### src/design/srl_pkg.sv
// ----------------------------------------------------------------------------
// srl_pkg: shared types and constants of the sorted ready list
// Node pool size, key width, operation and status codes, front/back command.
// ----------------------------------------------------------------------------
package srl_pkg;

	localparam int NODES     = 16;
	localparam int KEY_WIDTH = 32;
	localparam int ID_W      = $clog2(NODES);
	localparam int CNT_W     = $clog2(NODES + 1);

	typedef logic [ID_W-1:0]      id_t;
	typedef logic [KEY_WIDTH-1:0] key_t;
	typedef logic [CNT_W-1:0]     cnt_t;

	localparam logic OP_INSERT = 1'b0;
	localparam logic OP_REMOVE = 1'b1;

	localparam logic [1:0] ST_OK     = 2'd0;
	localparam logic [1:0] ST_DUP    = 2'd1;
	localparam logic [1:0] ST_ABSENT = 2'd2;

	typedef struct packed {
		logic op;
		id_t  id;
		key_t key;
	} cmd_t;

	typedef struct packed {
		logic [1:0] status;
		id_t        head_id;
		logic       head_valid;
		id_t        cursor_id;
		logic       cursor_valid;
		cnt_t       entries;
	} rsp_t;

	typedef enum logic [3:0] {
		S_IDLE,
		S_RD_HEAD,
		S_RD_TAIL,
		S_CLASSIFY,
		S_WALK_RD,
		S_WALK_CMP,
		S_LINK_RD,
		S_LINK_WR,
		S_RM_RD,
		S_RM_WR,
		S_DONE
	} state_t;

endpackage

### src/design/srl_front.sv
// ----------------------------------------------------------------------------
// srl_front: input queue
// Two-entry queue that takes input transfers and hands commands to the back end.
// ----------------------------------------------------------------------------
module srl_front (
	input  logic              clk,
	input  logic              arst_n,
	input  logic              in_valid,
	output logic              in_ready,
	input  srl_pkg::cmd_t     in_cmd,
	output logic              cmd_valid,
	input  logic              cmd_ready,
	output srl_pkg::cmd_t     cmd
);

	srl_pkg::cmd_t buf_q [2];
	logic          wr_q, rd_q;
	logic [1:0]    cnt_q;

	assign in_ready  = (cnt_q != 2'd2);
	assign cmd_valid = (cnt_q != 2'd0);
	assign cmd       = buf_q[rd_q];

	always_ff @(posedge clk) begin
		if (in_valid && in_ready) buf_q[wr_q] <= in_cmd;
	end

	always_ff @(posedge clk or negedge arst_n) begin
		if (!arst_n) begin
			wr_q  <= 1'b0;
			rd_q  <= 1'b0;
			cnt_q <= 2'd0;
		end else begin
			if (in_valid && in_ready) wr_q <= ~wr_q;
			if (cmd_valid && cmd_ready) rd_q <= ~rd_q;
			cnt_q <= cnt_q + 2'(in_valid && in_ready) - 2'(cmd_valid && cmd_ready);
		end
	end

endmodule

### src/design/srl_back.sv
// ----------------------------------------------------------------------------
// srl_back: list engine
// Sequencer over the key and link memories; one operation at a time.
// ----------------------------------------------------------------------------
module srl_back (
	input  logic          clk,
	input  logic          arst_n,
	input  logic          cmd_valid,
	output logic          cmd_ready,
	input  srl_pkg::cmd_t cmd,
	output logic          rsp_valid,
	input  logic          rsp_ready,
	output srl_pkg::rsp_t rsp
);

	// memories: registered read data; one read port each, next_mem a second for the cursor
	srl_pkg::key_t key_mem  [srl_pkg::NODES];
	srl_pkg::id_t  next_mem [srl_pkg::NODES];
	srl_pkg::id_t  prev_mem [srl_pkg::NODES];

	logic [srl_pkg::NODES-1:0] listed_q;
	srl_pkg::id_t  head_q, tail_q, cur_q;
	logic          cur_ok_q;
	srl_pkg::cnt_t count_q;

	srl_pkg::state_t state_q, state_d;
	srl_pkg::cmd_t   op_q;
	srl_pkg::id_t    walk_q, at_q, after_q;
	srl_pkg::key_t   hkey_q;
	logic [srl_pkg::ID_W:0] steps_q;
	logic [1:0]      status_q;

	// read address/data
	srl_pkg::id_t  key_ra, link_ra;
	srl_pkg::key_t key_rd;
	srl_pkg::id_t  next_rd, prev_rd;
	// write controls
	logic          key_we, nx_we0, nx_we1, pv_we0, pv_we1;
	srl_pkg::id_t  nx_a0, nx_d0, nx_a1, nx_d1, pv_a0, pv_d0, pv_a1, pv_d1;
	srl_pkg::rsp_t rsp_q;
	logic          rsp_v_q;

	always_ff @(posedge clk) begin
		key_rd  <= key_mem[key_ra];
		next_rd <= next_mem[link_ra];
		prev_rd <= prev_mem[link_ra];
		if (key_we) key_mem[op_q.id] <= op_q.key;
		if (nx_we0) next_mem[nx_a0] <= nx_d0;
		if (nx_we1) next_mem[nx_a1] <= nx_d1;
		if (pv_we0) prev_mem[pv_a0] <= pv_d0;
		if (pv_we1) prev_mem[pv_a1] <= pv_d1;
	end

	assign cmd_ready = (state_q == srl_pkg::S_IDLE);
	assign rsp_valid = rsp_v_q;
	assign rsp       = rsp_q;

	always_comb begin
		state_d = state_q;
		key_ra  = head_q;
		link_ra = walk_q;
		key_we  = 1'b0;
		nx_we0 = 1'b0; nx_we1 = 1'b0; pv_we0 = 1'b0; pv_we1 = 1'b0;
		nx_a0 = at_q;     nx_d0 = op_q.id;
		nx_a1 = op_q.id;  nx_d1 = after_q;
		pv_a0 = after_q;  pv_d0 = op_q.id;
		pv_a1 = op_q.id;  pv_d1 = at_q;
		unique case (state_q)
			srl_pkg::S_IDLE: begin
				if (cmd_valid) begin
					if (cmd.op == srl_pkg::OP_REMOVE) state_d = srl_pkg::S_RM_RD;
					else state_d = srl_pkg::S_RD_HEAD;
				end
			end
			srl_pkg::S_RD_HEAD: begin
				key_ra  = head_q;
				state_d = srl_pkg::S_RD_TAIL;
			end
			srl_pkg::S_RD_TAIL: begin
				key_ra  = tail_q;
				state_d = srl_pkg::S_CLASSIFY;
			end
			srl_pkg::S_CLASSIFY: begin
				// key_rd = tail key, hkey_q = head key
				if (listed_q[op_q.id]) state_d = srl_pkg::S_DONE;
				else begin
					key_we = 1'b1;
					if (count_q == '0) state_d = srl_pkg::S_LINK_WR;
					else if (op_q.key <= hkey_q || op_q.key >= key_rd)
						state_d = srl_pkg::S_LINK_RD;
					else state_d = srl_pkg::S_WALK_RD;
				end
			end
			srl_pkg::S_WALK_RD: begin
				link_ra = walk_q;
				state_d = srl_pkg::S_WALK_CMP;
			end
			srl_pkg::S_WALK_CMP: begin
				// next_rd = next of walk; key of it is read now
				key_ra  = next_rd;
				state_d = srl_pkg::S_LINK_RD;
			end
			srl_pkg::S_LINK_RD: begin
				// handled in sequential part; walk loop decision uses key_rd
				link_ra = at_q;
				state_d = srl_pkg::S_LINK_WR;
			end
			srl_pkg::S_LINK_WR: begin
				if (count_q == '0) begin
					nx_we1 = 1'b1; nx_d1 = op_q.id;
					pv_we1 = 1'b1; pv_d1 = op_q.id;
				end else begin
					nx_we0 = 1'b1; nx_we1 = 1'b1; nx_d1 = next_rd;
					pv_we0 = 1'b1; pv_a0 = next_rd; pv_we1 = 1'b1;
				end
				state_d = srl_pkg::S_DONE;
			end
			srl_pkg::S_RM_RD: begin
				link_ra = op_q.id;
				state_d = srl_pkg::S_RM_WR;
			end
			srl_pkg::S_RM_WR: begin
				if (listed_q[op_q.id] && count_q > srl_pkg::cnt_t'(1)) begin
					nx_we0 = 1'b1; nx_a0 = prev_rd; nx_d0 = next_rd;
					pv_we0 = 1'b1; pv_a0 = next_rd; pv_d0 = prev_rd;
				end
				state_d = srl_pkg::S_DONE;
			end
			srl_pkg::S_DONE: begin
				if (!rsp_v_q || rsp_ready) state_d = srl_pkg::S_IDLE;
			end
			default: state_d = srl_pkg::S_IDLE;
		endcase
		// the walk loop: after the key of the successor is back, decide
		if (state_q == srl_pkg::S_LINK_RD && op_q.op == srl_pkg::OP_INSERT
				&& at_q == walk_q && steps_q != '0 && steps_q[srl_pkg::ID_W] == 1'b0
				&& key_rd <= op_q.key) begin
			state_d = srl_pkg::S_WALK_RD;
		end
	end

	// cursor advance needs next_mem[cur]; read it through a small second read
	srl_pkg::id_t cur_next_q;
	always_ff @(posedge clk) begin
		cur_next_q <= next_mem[cur_q];
	end

	always_ff @(posedge clk or negedge arst_n) begin
		if (!arst_n) begin
			state_q  <= srl_pkg::S_IDLE;
			listed_q <= '0;
			head_q   <= '0;
			tail_q   <= '0;
			cur_q    <= '0;
			cur_ok_q <= 1'b0;
			count_q  <= '0;
			rsp_v_q  <= 1'b0;
			steps_q  <= '0;
		end else begin
			state_q <= state_d;
			// loaded when leaving DONE, held until taken
			rsp_v_q <= (state_q == srl_pkg::S_DONE && state_d == srl_pkg::S_IDLE)
				|| (rsp_v_q && !rsp_ready);
			unique case (state_q)
				srl_pkg::S_IDLE: begin
					if (cmd_valid) begin
						op_q    <= cmd;
						walk_q  <= head_q;
						at_q    <= tail_q;
						steps_q <= '0;
					end
				end
				srl_pkg::S_RD_TAIL: hkey_q <= key_rd;
				srl_pkg::S_CLASSIFY: begin
					if (listed_q[op_q.id]) status_q <= srl_pkg::ST_DUP;
					else begin
						status_q <= srl_pkg::ST_OK;
						if (count_q != '0 && op_q.key <= hkey_q) begin
							at_q <= tail_q;
						end else if (count_q != '0 && op_q.key >= key_rd) begin
							at_q <= tail_q;
						end else begin
							at_q <= walk_q;
						end
					end
				end
				srl_pkg::S_WALK_CMP: begin
					steps_q <= steps_q + {{srl_pkg::ID_W{1'b0}}, 1'b1};
					after_q <= next_rd;
				end
				srl_pkg::S_LINK_RD: begin
					if (state_d == srl_pkg::S_WALK_RD) begin
						walk_q <= after_q;
						at_q   <= after_q;
					end
				end
				srl_pkg::S_LINK_WR: begin
					if (count_q == '0) begin
						head_q <= op_q.id;
						tail_q <= op_q.id;
					end else begin
						if (op_q.key <= hkey_q) head_q <= op_q.id;
						else if (at_q == tail_q && steps_q == '0) tail_q <= op_q.id;
					end
					listed_q[op_q.id] <= 1'b1;
					count_q  <= count_q + srl_pkg::cnt_t'(1);
					cur_ok_q <= 1'b1;
					cur_q    <= (count_q != '0 && op_q.key <= hkey_q) ? op_q.id
						: (count_q == '0 ? op_q.id : head_q);
				end
				srl_pkg::S_RM_WR: begin
					if (!listed_q[op_q.id]) status_q <= srl_pkg::ST_ABSENT;
					else begin
						srl_pkg::id_t nc;
						nc = cur_ok_q ? cur_next_q : cur_q;
						status_q <= srl_pkg::ST_OK;
						cur_q <= nc;
						if (nc == op_q.id) cur_ok_q <= 1'b0;
						if (count_q <= srl_pkg::cnt_t'(1)) begin
							head_q <= '0;
							tail_q <= '0;
						end else begin
							if (op_q.id == head_q) head_q <= next_rd;
							if (op_q.id == tail_q) tail_q <= prev_rd;
						end
						listed_q[op_q.id] <= 1'b0;
						count_q <= count_q - srl_pkg::cnt_t'(1);
					end
				end
				srl_pkg::S_DONE: begin
					if (state_d == srl_pkg::S_IDLE) begin
						rsp_q.status       <= status_q;
						rsp_q.head_valid   <= (count_q != '0);
						rsp_q.head_id      <= (count_q != '0) ? head_q : '0;
						rsp_q.cursor_valid <= cur_ok_q;
						rsp_q.cursor_id    <= cur_ok_q ? cur_q : '0;
						rsp_q.entries      <= count_q;
					end
				end
				default: ;
			endcase
		end
	end

endmodule

### src/design/sorted_ready_list.sv
// ----------------------------------------------------------------------------
// sorted_ready_list: key-ordered circular list of node ids
// Inserts and removes nodes of a fixed pool; reports head, cursor and count.
// ----------------------------------------------------------------------------
// Usage:
//   Input channel (in_valid/in_ready): op, node_id, sort_key. One transfer
//   gives exactly one result transfer on the output channel
//   (out_valid/out_ready): status, head_id, head_valid, cursor_id,
//   cursor_valid, entries.
//   A two-entry input queue sits in front of the list engine, so a command
//   may be taken while the engine works or a result waits.
//   An insert reads the head and tail keys, then classifies the key; a
//   middle insert walks from the head with a link read, a key read and a
//   compare per node walked, at most 14 nodes. The engine takes no new
//   command until the previous operation has finished.
//   Reset empties the list and invalidates the cursor; key and link
//   memories are not cleared, since an entry is read only once written.
//   If the receiver stalls, the result is held in the output register and
//   the engine waits before writing the next result.
// ----------------------------------------------------------------------------
module sorted_ready_list (
	input  logic        clk,
	input  logic        arst_n,
	input  logic        in_valid,
	output logic        in_ready,
	input  logic        op,
	input  logic [3:0]  node_id,
	input  logic [31:0] sort_key,
	output logic        out_valid,
	input  logic        out_ready,
	output logic [1:0]  status,
	output logic [3:0]  head_id,
	output logic        head_valid,
	output logic [3:0]  cursor_id,
	output logic        cursor_valid,
	output logic [4:0]  entries
);

	srl_pkg::cmd_t in_cmd, cmd;
	srl_pkg::rsp_t rsp;
	logic          cmd_valid, cmd_ready;

	assign in_cmd.op  = op;
	assign in_cmd.id  = node_id;
	assign in_cmd.key = sort_key;

	srl_front u_front (
		.clk, .arst_n, .in_valid, .in_ready, .in_cmd,
		.cmd_valid, .cmd_ready, .cmd
	);

	srl_back u_back (
		.clk, .arst_n, .cmd_valid, .cmd_ready, .cmd,
		.rsp_valid(out_valid), .rsp_ready(out_ready), .rsp
	);

	assign status       = rsp.status;
	assign head_id      = rsp.head_id;
	assign head_valid   = rsp.head_valid;
	assign cursor_id    = rsp.cursor_id;
	assign cursor_valid = rsp.cursor_valid;
	assign entries      = rsp.entries;

endmodule

### config.mk
export PLATFORM = sky130hd
export DESIGN_NAME = sorted_ready_list
export DESIGN_NICKNAME = d
export VERILOG_FILES = /design/src/design/srl_pkg.sv /design/src/design/srl_front.sv /design/src/design/srl_back.sv /design/src/design/sorted_ready_list.sv
export SDC_FILE = /design/constraint.sdc
export NUM_CORES = 1
export LEC_CHECK = 0
export ABC_AREA = 1
export BUFFER_PORTS_ARGS = -buffer_cell sky130_fd_sc_hd__buf_2
export CAP_MARGIN = 20
export CELL_PAD_IN_SITES_DETAIL_PLACEMENT = 0
export CELL_PAD_IN_SITES_GLOBAL_PLACEMENT = 1
export CORE_UTILIZATION = 55
export CTS_BUF_LIST = sky130_fd_sc_hd__clkbuf_4 sky130_fd_sc_hd__clkbuf_8 sky130_fd_sc_hd__clkbuf_16
export CTS_CLUSTER_SIZE = 30
export DETAILED_ROUTE_END_ITERATION = 12
export PLACE_DENSITY = 0.87
export SKIP_LAST_GASP = 1
export SYNTH_ARGS = -nofsm -noshare
export SYNTH_HDL_FRONTEND = slang
export SYNTH_SLANG_ARGS = --single-unit
### constraint.sdc
create_clock -name clk -period 6.5 [get_ports clk]
set_input_delay 0.325 -clock clk [delete_from_list [all_inputs] [get_ports clk]]
set_output_delay 0.325 -clock clk [all_outputs]
set_load 0.1 [all_outputs]
==> flow_summary.json <==
{
  "status": "finished, final reports clean",
  "power.density_nw_per_um2": 454,
  "drt-pass1-iter-count": 6,
  "rsz0062_at_grt": "no",
  "cap_viol_max_count": 0,
  "synth_area_leader_cell": "edfxtp_1",
  "hold_depth": 4,
  "cp.required_ns": 6.82,
  "cts-root-buf": "clkbuf_16",
  "finalInstanceArea_um2": 44700,
  "netlist_area_um2": 39800,
  "min_from": "in_valid",
  "worstMarginPinSlew_ns": 1.10,
  "critPathSlowestCell": "edfxtp_1",
  "n_antenna_cell": 0,
  "htree_levels": 3,
  "dieArea_um2": 73400,
  "num_rows": 98,
  "ant_nets": 0,
  "drt-initial-drc-count": 2853,
  "drive_gt1_share_pct": 9.42,
  "synth_cell_type_count": 50,
  "drv_slew": 0,
  "ios": 60,
  "portBuffers": 59,
  "placedCellCount": 4499,
  "grt_start_max_net_pins": 233,
  "leakage_uw": 0.0173,
  "hpwlAfterDp_um": 63900,
  "post-route-min-period_ns": 3.73,
  "r2r-start": "u_back.nx_a1[0]$_DFFE_PP_",
  "ys_ff_latch": 906,
  "synth_top_area_share_pct": 61.5,
  "grt_pass1_vias": 25500,
  "synth_edf_count": 814,
  "initial_core_util_pct": 55.6,
  "crit_fanout": 19,
  "hp-class": "in -> reg",
  "clkSinkCount": 906,
  "wl_per_cell_um": 21.6,
  "antenna_found_initial": 1,
  "die_w_um": 271,
  "place_area_um2": 41200,
  "drt-total-wl_um": 101000,
  "cts_tree": "done",
  "syn_inst": 3621,
  "syn_avg_cell_area_um2": 11.0,
  "hold_violations": 0,
  "finalPower_uw": 20300,
  "syn_nets": 3733,
  "crit_buf_inv": 3,
  "ys_warn_count": 0,
  "via_count": 27000,
  "worstPathCellList": "inv_2, nand2_1, nand2_1, nand2_1, nand2_1, nand2_1, nand2_1, nor2_4, nand2_1, buf_4, nor2_4, buf_4",
  "yosys-top-cells-count": "edfxtp_1 (814), nand2_1 (550), inv_1 (495)",
  "cp_common_cell": "nand2_1",
  "setup_viol": 0,
  "crit_path_start_kind": "register",
  "nNetsFinal": 3796,
  "area.growth.synth_to_final_pct": 12.5,
  "crit_type": "reg -> reg",
  "hold_path_end": "u_front.wr_q$_DFFE_PN0P_",
  "worstSetupEndpointType": "register",
  "fill_cells": 5530,
  "irDropWorstVdd_mv": 0.433,
  "r2r_slack_ns": 2.77,
  "postCtsSetupRepairBufs": 0,
  "clock_skew_ns": 0.0298,
  "maxSlewHeadroom_pct": 26.7,
  "synth_flop_cell": "edfxtp_1",
  "track_usage_pct": 27.6,
  "synthTopCellsByArea": "edfxtp_1 (61%), nand2_1 (5.2%), o21ai_0 (5.0%), inv_1 (4.7%), dfrtp_1 (3.0%)",
  "critPathTopFamily": "simple AND/OR/NAND/NOR gates",
  "synth-async-reset-ratio_pct": 5.30,
  "numCtsBuffers": 90,
  "cpPeakStageDelay_ns": 0.77,
  "grt_pass1_wl_um": 153000,
  "max_freq_ghz": 0.268,
  "worst_r2r_endpoint": "u_back.key_mem[10][14]$_DFFE_PP_",
  "grt.overflow.total": 0,
  "rr_worst_depth": 12,
  "core_um2": 71500,
  "clkTransAtPathRegs_ns": 0.06,
  "multi_input_area_um2": 10700,
  "drc_errors": 0,
  "worstPathArrival_ns": 4.05,
  "final_cells": 4709,
  "register_area_um2": 26500,
  "finalCritPeriodShare_pct": 57.4,
  "yosysSeqAreaShare_pct": 66.7,
  "finalSetupTns_ns": 0,
  "viasPerCell": 5.74,
  "ctsLongestPathBuffers": 3,
  "cts_resized": 0,
  "gp_congestion": 0.937,
  "die_y_um": 271,
  "clock_latency_ns": 0.65,
  "synth_most_common_cell": "edfxtp_1"
}
==> sequential cells by signal, indices dropped and copies added, names as in the netlist, 5 cells and up, named ones only <==
name             count
u_back.count_q       5
u_back.hkey_q       32
u_back.key_mem     512
u_back.key_rd       32
u_back.next_mem     64
u_back.op_q         33
u_back.prev_mem     64
u_back.rsp          17
u_back.steps_q       5
u_front.buf_q       74
==> metal layers <==
layer | track usage, % | share of wire, %
met1 | 37.2 | 41
met4 | 9.98 | 3.3
met3 | 3.59 | 7.2
met2 | 46.0 | 49
met5 | 0 | 0
==> layout make-up <==
class	instances	share of cell area (%)
clock buffers	121	5.78
clock inverters	46	1.14
well taps	950	2.66
repair buffers	153	2.81
flip-flops and latches	906	59.3
multi-input cells	2017	24.0
inverters	516	4.33
==> cells by family (layout without fill, tap and decap cells) <==
kind of cell               count (synthesis)  count (layout)  share of synthesized area (%)
xor gates and xnor gates                  26              26                          0.573
AOI/OAI and AO/OA                        894             894                           12.9
and+or+nand+nor                         1026            1026                           10.7
buffers and inverters                    698             836                           6.86
DFF                                      906             906                           66.7
adders and majority gates                 71              71                           2.23
==> layout by cell type (no fill, tap or decap), types with 8 or more instances in the layout <==
master	netlist	layout
nand2_1	550	550
o22ai_1	20	19
ha_1	71	71
buf_4	4	44
a21oi_1	203	201
o21ai_1	39	39
clkbuf_4	0	20
nor2_2	8	8
edfxtp_1	814	814
o211ai_1	160	160
o221ai_1	27	27
clkbuf_8	0	8
buf_2	66	59
nand4_1	10	10
a21oi_2	10	8
xnor2_1	9	9
inv_2	15	15
nor2_4	3	23
buf_12	0	8
clkbuf_16	0	93
o21ai_0	397	397
xor2_1	17	17
bufinv_16	0	9
nand3_1	168	168
clkinv_2	0	20
dfxtp_1	44	44
clkinv_1	5	12
inv_1	495	494
nor2_1	255	235
nor3_1	12	12
dfrtp_1	48	48
a211oi_1	20	20
dlygate4sd3_1	0	39
==> metrics by stage <==
stage | worst slack [ns] | util [%] | hold slack (ns)
detailed placement | 2.80 | 57.6 | 0.428
CTS | 2.79 | 62.5 | 0.343
global route | 2.44 | 62.6 | 0.343
finish | 2.77 | 62.6 | 0.319
floorplan | 2.94 | - | 0.0294
global placement | 2.75 | 57.4 | 0.418
==> worst max path at each step <==
stage	startpoint	endpoint	slack (ns)	cells after the start
after floorplan	u_back.nx_a1[0]$_DFFE_PP_	u_back.key_mem[10][0]$_DFFE_PP_	2.94	12
after global placement	u_back.nx_a1[0]$_DFFE_PP_	u_back.key_mem[6][8]$_DFFE_PP_	2.75	11
after detailed placement	u_back.nx_a1[0]$_DFFE_PP_	u_back.key_mem[10][5]$_DFFE_PP_	2.80	12
after CTS	u_back.nx_a1[0]$_DFFE_PP_	u_back.key_mem[15][29]$_DFFE_PP_	2.79	11
after global routing	u_back.nx_a1[0]$_DFFE_PP_	u_back.head_q[0]$_DFFE_PN0P_	2.44	15
final	u_back.nx_a1[0]$_DFFE_PP_	u_back.key_mem[10][14]$_DFFE_PP_	2.77	12
==> worst register-to-register path, stage by stage (launching register included) <==
cell      delay [ns]
edfxtp_1        0.77
inv_2           0.27
nand2_1         0.11
nand2_1         0.05
nand2_1         0.06
nand2_1         0.06
nand2_1         0.07
nand2_1         0.11
nor2_4          0.46
nand2_1         0.10
buf_4           0.30
nor2_4          0.65
buf_4           0.39
==> report_power, final <==
group | total [uW] | leakage, uW | internal [uW] | switching (uW)
registers | 7760 | 0.00835 | 7220 | 541
clock network | 5370 | 0.00155 | 3170 | 2200
logic | 7160 | 0.00741 | 2050 | 5120
total | 20300 | 0.0173 | 12400 | 7860
==> repair_timing <==
action / 4_1_cts / 5_1_grt
endpoints found under the hold margin: 123 / 0
hold buffers: 39 / 0
endpoints found under the setup margin: 0 / 0
(Power assumes the default switching activity.)
